File: src/rtl/scfd_pkg.sv
// Shared types and constants for the serial command frame decoder.
// Depends on nothing; imported by every module of the block.
`default_nettype none

package scfd_pkg;

	localparam int unsigned MAX_LEN     = 32;
	localparam int unsigned CNT_W       = $clog2(MAX_LEN + 1);
	localparam int unsigned FRAME_LEN_W = 6;
	localparam int unsigned CMD_BYTES   = 3;
	localparam int unsigned CMD_FIRST   = 3;

	localparam logic [7:0] END_BYTE_RESET = 8'h0A;

	localparam logic [7:0] CH_COLON = 8'h3A;
	localparam logic [7:0] CH_ZERO  = 8'h30;
	localparam logic [7:0] CH_ONE   = 8'h31;
	localparam logic [7:0] CH_TWO   = 8'h32;
	localparam logic [7:0] CH_THREE = 8'h33;
	localparam logic [7:0] CH_SIX   = 8'h36;
	localparam logic [7:0] CH_E     = 8'h45;
	localparam logic [7:0] CH_A     = 8'h41;
	localparam logic [7:0] CH_T     = 8'h54;

	typedef enum logic [1:0] {
		PH_IDLE,
		PH_WANT_ONE,
		PH_WANT_SIX,
		PH_BODY
	} phase_t;

	typedef enum logic [1:0] {
		KIND_NONE,
		KIND_LED,
		KIND_SWITCH,
		KIND_ACCEL
	} cmd_kind_t;

	typedef enum logic [1:0] {
		LED_ON,
		LED_OFF,
		LED_TOGGLE,
		LED_UNUSED
	} led_action_t;

	typedef struct packed {
		cmd_kind_t   kind;
		logic        led_sel;
		led_action_t led_act;
		logic        sw_sel;
		logic        respond;
	} cmd_result_t;

endpackage

`default_nettype wire

File: src/rtl/serial_command_frame_decoder_core.sv
// Output: a result is registered and appears in the cycle after its end byte is accepted.
// Throughput: one byte per cycle; a byte is taken whenever the output register is
// empty or is being drained in the same cycle.
// Reset: asynchronous, active low; clears the frame state and output valid, and sets
// the end byte to newline.
// Top level of the serial command frame decoder; uses scfd_pkg and scfd_cmd_decode.
`default_nettype none

module serial_command_frame_decoder_core import scfd_pkg::*; (
	input  logic                   clk,
	input  logic                   arst_n,
	input  logic                   cfg_wr_en,
	input  logic [7:0]             cfg_wr_data,
	input  logic                   in_valid,
	output logic                   in_ready,
	input  logic [7:0]             data_byte,
	output logic                   out_valid,
	input  logic                   out_ready,
	output logic [1:0]             command_kind,
	output logic                   led_select,
	output logic [1:0]             led_action,
	output logic                   switch_select,
	output logic                   respond,
	output logic [FRAME_LEN_W-1:0] frame_length
);

	logic [7:0]       end_byte_q;
	phase_t           phase_q, phase_d;
	logic [CNT_W-1:0] cnt_q, cnt_d;
	logic [7:0]       cmd_q [CMD_BYTES];
	logic [7:0]       cmd_d [CMD_BYTES];
	logic             emit;
	logic             accept;
	logic             out_valid_q;
	logic [1:0]       cmd_off;
	logic             cmd_hit;
	cmd_result_t      dec;
	cmd_result_t      res_q;
	logic [FRAME_LEN_W-1:0] len_q;

	assign accept   = in_valid && in_ready;
	assign in_ready = !out_valid_q || out_ready;
	assign cmd_off  = 2'(cnt_q - CNT_W'(CMD_FIRST));
	assign cmd_hit  = (cnt_q >= CNT_W'(CMD_FIRST)) &&
		(cnt_q < CNT_W'(CMD_FIRST + CMD_BYTES));

	scfd_cmd_decode u_decode (
		.cmd_byte0 (cmd_q[0]),
		.cmd_byte1 (cmd_q[1]),
		.cmd_byte2 (cmd_q[2]),
		.result    (dec)
	);

	always_ff @(posedge clk or negedge arst_n) begin
		if (!arst_n) begin
			end_byte_q <= END_BYTE_RESET;
		end else if (cfg_wr_en) begin
			end_byte_q <= cfg_wr_data;
		end
	end

	always_ff @(posedge clk or negedge arst_n) begin
		if (!arst_n) begin
			phase_q <= PH_IDLE;
			cnt_q   <= '0;
			for (int i = 0; i < CMD_BYTES; i++) begin
				cmd_q[i] <= '0;
			end
		end else begin
			phase_q <= phase_d;
			cnt_q   <= cnt_d;
			cmd_q   <= cmd_d;
		end
	end

	always_comb begin
		phase_d = phase_q;
		cnt_d   = cnt_q;
		cmd_d   = cmd_q;
		emit    = 1'b0;
		if (accept) begin
			case (phase_q)
				PH_WANT_ONE: begin
					if (data_byte == CH_ONE) begin
						cnt_d   = cnt_q + 1'b1;
						phase_d = PH_WANT_SIX;
					end else begin
						cnt_d   = '0;
						phase_d = PH_IDLE;
					end
				end
				PH_WANT_SIX: begin
					if (data_byte == CH_SIX) begin
						cnt_d   = cnt_q + 1'b1;
						phase_d = PH_BODY;
					end else begin
						cnt_d   = '0;
						phase_d = PH_IDLE;
					end
				end
				PH_BODY: begin
					if (cnt_q >= CNT_W'(MAX_LEN)) begin
						cnt_d   = '0;
						phase_d = PH_IDLE;
						if (data_byte == CH_COLON) begin
							cnt_d   = CNT_W'(1);
							cmd_d   = '{default: '0};
							phase_d = PH_WANT_ONE;
						end
					end else if (data_byte == CH_COLON) begin
						cnt_d   = CNT_W'(1);
						cmd_d   = '{default: '0};
						phase_d = PH_WANT_ONE;
					end else if (data_byte != end_byte_q) begin
						if (cmd_hit) begin
							cmd_d[cmd_off] = data_byte;
						end
						cnt_d = cnt_q + 1'b1;
					end else begin
						emit    = 1'b1;
						cnt_d   = '0;
						phase_d = PH_IDLE;
					end
				end
				default: begin
					if (data_byte == CH_COLON) begin
						cnt_d   = CNT_W'(1);
						cmd_d   = '{default: '0};
						phase_d = PH_WANT_ONE;
					end
				end
			endcase
		end
	end

	always_ff @(posedge clk or negedge arst_n) begin
		if (!arst_n) begin
			out_valid_q <= 1'b0;
		end else if (emit) begin
			out_valid_q <= 1'b1;
		end else if (out_ready) begin
			out_valid_q <= 1'b0;
		end
	end

	always_ff @(posedge clk) begin
		if (emit) begin
			res_q <= dec;
			len_q <= FRAME_LEN_W'(cnt_q);
		end
	end

	assign out_valid     = out_valid_q;
	assign command_kind  = res_q.kind;
	assign led_select    = res_q.led_sel;
	assign led_action    = res_q.led_act;
	assign switch_select = res_q.sw_sel;
	assign respond       = res_q.respond;
	assign frame_length  = len_q;

	a_cnt_bound: assert property (@(posedge clk) disable iff (!arst_n)
		cnt_q <= CNT_W'(MAX_LEN))
		else $error("stored count exceeds the frame limit");

	a_idle_empty: assert property (@(posedge clk) disable iff (!arst_n)
		(phase_q == PH_IDLE) |-> (cnt_q == '0))
		else $error("idle phase with stored bytes");

	a_body_header: assert property (@(posedge clk) disable iff (!arst_n)
		(phase_q == PH_BODY) |-> (cnt_q >= CNT_W'(CMD_FIRST)))
		else $error("frame body without a full header");

	a_emit_end: assert property (@(posedge clk) disable iff (!arst_n)
		emit |=> (out_valid && (phase_q == PH_IDLE) && (respond == (command_kind != KIND_NONE))))
		else $error("closed frame did not produce a consistent result");

endmodule

`default_nettype wire

File: src/rtl/scfd_cmd_decode.sv
// Decodes the three stored command bytes of a frame into a command result.
// Depends on scfd_pkg for the character codes and the result struct.
`default_nettype none

module scfd_cmd_decode import scfd_pkg::*; (
	input  logic [7:0]  cmd_byte0,
	input  logic [7:0]  cmd_byte1,
	input  logic [7:0]  cmd_byte2,
	output cmd_result_t result
);

	logic sel_ok;
	logic act_ok;

	assign sel_ok = (cmd_byte1 == CH_ONE) || (cmd_byte1 == CH_TWO);
	assign act_ok = (cmd_byte2 == CH_E) || (cmd_byte2 == CH_A) || (cmd_byte2 == CH_T);

	always_comb begin
		result = '{kind: KIND_NONE, led_sel: 1'b0, led_act: LED_ON, sw_sel: 1'b0,
			respond: 1'b0};
		if (cmd_byte0 == CH_ZERO) begin
			if (sel_ok && act_ok) begin
				result.kind    = KIND_LED;
				result.led_sel = (cmd_byte1 == CH_TWO);
				if (cmd_byte2 == CH_E) begin
					result.led_act = LED_ON;
				end else if (cmd_byte2 == CH_A) begin
					result.led_act = LED_OFF;
				end else begin
					result.led_act = LED_TOGGLE;
				end
			end
		end else if (cmd_byte0 == CH_ONE) begin
			if ((cmd_byte1 == CH_ONE) || (cmd_byte1 == CH_THREE)) begin
				result.kind   = KIND_SWITCH;
				result.sw_sel = (cmd_byte1 == CH_THREE);
			end
		end else if (cmd_byte0 == CH_TWO) begin
			if (cmd_byte1 == CH_ZERO) begin
				result.kind = KIND_ACCEL;
			end
		end
		result.respond = (result.kind != KIND_NONE);
	end

endmodule

`default_nettype wire

File: config.mk
export PLATFORM = sky130hd
export DESIGN_NAME = serial_command_frame_decoder_core
export DESIGN_NICKNAME = d
export VERILOG_FILES = /design/src/rtl/scfd_pkg.sv /design/src/rtl/serial_command_frame_decoder_core.sv /design/src/rtl/scfd_cmd_decode.sv
export SDC_FILE = /design/constraint.sdc
export NUM_CORES = 1
export LEC_CHECK = 0
export BUFFER_PORTS_ARGS = -buffer_cell sky130_fd_sc_hd__buf_4
export CAP_MARGIN = 20
export CELL_PAD_IN_SITES_DETAIL_PLACEMENT = 1
export CELL_PAD_IN_SITES_GLOBAL_PLACEMENT = 2
export CORE_AREA = 2 2 84 86
export DETAILED_ROUTE_END_ITERATION = 16
export DIE_AREA = 0 0 86 88
export PLACE_DENSITY_LB_ADDON = 0.1
export SLEW_MARGIN = 20
export SYNTH_ARGS = -nofsm -noshare
export SYNTH_HDL_FRONTEND = slang
export SYNTH_SLANG_ARGS = --single-unit
File: constraint.sdc
create_clock -name clk -period 5.3 [get_ports clk]
set_input_delay 0.265 -clock clk [delete_from_list [all_inputs] [get_ports clk]]
set_output_delay 0.265 -clock clk [all_outputs]
set_load 0.005 [all_outputs]
==> flow_summary.yaml <==
finish:
  layout.nets: 287
  drive_gt1_share_pct: 29.23
  area_delta_synth_final_pct: 17.13
  diodes: 0
  final_core_util_pct: 47.78
clocking:
  cts_buffers: 5
  worstSkewPairLatency_ps: 310
  clkTransAtPathRegs_ps: 100
  cts_resized: 0
  cts_max_level: 2
  clockBufferDepth: 2
  cts_tree: "built"
  cts_root_buf: "clkbuf_8"
  clock-sinks: 54
synth:
  synth_area_sq_um: 2710
  seq_area_frac_synth_pct: 52.35
  synth-edff-count: 13
  yosysTopAreaCell: "dfrtp_1"
  yosys_most_used_dff: "dfrtp_1"
  yosysWarnings: 0
  synth_area_leaders: "dfrtp_1 (36%), edfxtp_1 (14%), a22o_1 (7.8%), mux2_2 (4.2%), nor4_4 (3.9%)"
  synthArstFlopShare_pct: 75.93
  synthDistinctLibCells: 49
  synth_top_area_share_pct: 36.01
  synth_cells: 218
  syn_nets: 246
  avgSynthCellArea_sq_um: 12.43
  ys_seq_elements: 54
sta:
  max_slew_margin_pct: 59.30
  fmax_mhz: 468.1
  layout_min_cycle_time_ps: 2136
  rsz0062_at_grt: "no"
  worstMarginPinSlew_ps: 610.5
  fin_crit_sh_pct: 40.30
  maxSlewViolCount: 0
  fin_tns_setup_ps: 0
  fin_skew_ps: 7.978
  setup_viol: 0
  hold_viol: 0
floorplan:
  core.rowCount: 30
  core_sq_um: 6644
  start_util_pct: 40.79
  ios: 36
  die_area_sq_um: 7568
  die_y_um: 88
  die_w_um: 86
power:
  pwr_density_cell_nw_per_um2: 265.1
  cellLeakagePower_nw: 1.299
  p_clk_share_pct: 29.5
  p_switching_mw: 0.2370
  p_int_mw: 0.6046
  seqPwrFrac_pct: 54.1
  combPwrFrac_pct: 16.5
  switching_share_pct: 28.16
  vdd.ir_drop.worst_v: 0.0001179
route:
  drt_iter0_drc: 83
  num_vias: 1932
  first_pass_iters: 4
  wirelength_um: 6226
  wire_per_inst_um: 18.31
  drc: 0
  ant_nets: 0
  via_per_inst: 5.682
global_route:
  grt_pass1_vias: 1992
  grt_pass1_wl_um: 10470
  grt_start_max_net_pins: 42
  grt_usage_pct: 17.98
  antenna_found_initial: 0
  gr-total-overflow: 0
placement:
  gp_congestion: 0.7965
  place.port_buffers: 35
  dp_hpwl_um: 4620
setup_path:
  critPathLaunchType: "flip-flop"
  r2r_start: "end_byte_q[3]"
  cp_max_fo: 13
  critPathLaunch: "end_byte_q[3]"
  crit_required_ps: 5310
  cp.arrival_ps: 2150
  crit_path_end_kind: "flip-flop"
  crit_type: "flip-flop to flip-flop"
run_status:
  status: "complete, no violations"
worst_hold_path:
  hp-class: "input pin to flip-flop"
  worstHoldStart: "cfg_wr_data[2]"
run:
  drv_cap: 0
power groups by stage:
stage,combinational [mW],clock [mW],sequential [mW]
after floorplan,0.0960,0,0.460
after global placement,0.138,0,0.464
after detailed placement,0.138,0,0.464
after CTS,0.141,0.260,0.456
after global routing,0.156,0.275,0.459
final,0.139,0.248,0.455
synth_stat cells, types with 2 or more instances:
cell type / n
nand2_1: 15
nor3_1: 2
dfstp_2: 2
edfxtp_1: 13
o211ai_1: 3
a211oi_1: 3
nand3_1: 9
nand2b_1: 6
ha_1: 7
dfrtp_1: 39
nor2b_1: 3
a21o_1: 2
nand4b_1: 2
o21ai_0: 3
xor2_1: 8
nor4_1: 5
inv_1: 7
and3_1: 2
a22o_1: 24
o21ai_2: 3
nor4_4: 5
nor2_1: 14
mux2_2: 10
and2b_1: 2
a21oi_1: 5
routing by layer:
metal	part of all wire, %	routed length (um)	up-vias	global-route usage [%]
met1	47	2898	976	23.60
met2	50	3105	40	31.50
met3	2.8	174	5	2.828
met5	0	0	-	0
li1	-	-	911	-
met4	0.75	47	0	3.896
worst max-delay path: stages, from the launching register on:
cell     delay [ps]
dfstp_2         550
xor2_1           90
nor4_4          480
nand2_1         170
nor4_2          290
buf_4           250
what timing repair did:
action,in CTS,in global routing
hold buffers,1,0
buffers inserted,0,0
endpoints found under the hold margin,39,0
setup endpoints to repair,0,0
cell usage in the layout (no fill, tap or decap), types with 3 or more instances in the layout:
| master | netlist | layout |
|---|---|---|
| a211oi_1 | 3 | 3 |
| a21oi_1 | 5 | 5 |
| a22o_1 | 24 | 24 |
| buf_4 | 1 | 36 |
| clkbuf_8 | 0 | 6 |
| dfrtp_1 | 39 | 39 |
| edfxtp_1 | 13 | 13 |
| ha_1 | 7 | 7 |
| inv_1 | 7 | 7 |
| mux2_2 | 10 | 10 |
| nand2_1 | 15 | 15 |
| nand2b_1 | 6 | 6 |
| nand3_1 | 9 | 9 |
| nor2_1 | 14 | 14 |
| nor2b_1 | 3 | 3 |
| nor4_1 | 5 | 4 |
| nor4_4 | 5 | 5 |
| o211ai_1 | 3 | 3 |
| o21ai_0 | 3 | 3 |
| o21ai_2 | 3 | 3 |
| xor2_1 | 8 | 8 |
path summary, 6_finish.rpt:
kind | end | slack, ps | cells after the start
setup / recovery | frame_length[1] | 3160 | 5
hold / removal | end_byte_q[2] | 180 | 2
setup reg to reg | frame_length[1] | 3160 | 5
hold reg to reg | cmd_q[10] | 510 | 1
max in group asynchronous | cnt_q[0] | 4450 | 2
min in group asynchronous | end_byte_q[2] | 480 | 2
logic make-up after synthesis:
logic type / Yosys count / synth area share, %
AO/OA/AOI/OAI: 53 / 17.13
XOR/XNOR: 8 / 2.586
adder cells (fa/ha/maj): 7 / 3.232
buffers and inverters: 10 / 1.801
flip-flops: 54 / 52.35
multiplexers: 10 / 4.155
AND/OR/NAND/NOR: 76 / 18.74
stage by stage:
step / power, mW / hold slack, ps / area [sq um] / instances / setup slack [ps]
after global routing: 0.8903 / 168.2 / 3174 / 340 / 3018
after floorplan: 0.5555 / -30.59 / 2710 / 218 / 2317
after global placement: 0.6015 / 282.8 / 3064 / 331 / 3184
after CTS: 0.8559 / 167.8 / 3174 / 340 / 3127
final: 0.8416 / 178.3 / 3174 / 340 / 3164
after detailed placement: 0.6026 / 287.0 / 3064 / 331 / 3130
cell type report:
class                   count  area [sq um]
flip-flops and latches     54          1419
repair buffers             37         280.3
well taps                  80         100.1
fillers                   722          3470
multi-input cells         154          1249
clock inverters             2         17.52
inverters                   7         26.28
clock buffers               6         82.58
sequential cells by signal, summed over array words and instances (netlist names):
name,count
cmd_q,24
end_byte_q,8
cnt_q,6
frame_length,6
command_kind,2
led_action,2
phase_q,2
led_select,1
out_valid,1
respond,1
switch_select,1
No activity file was read; power rests on OpenSTA's default activity.
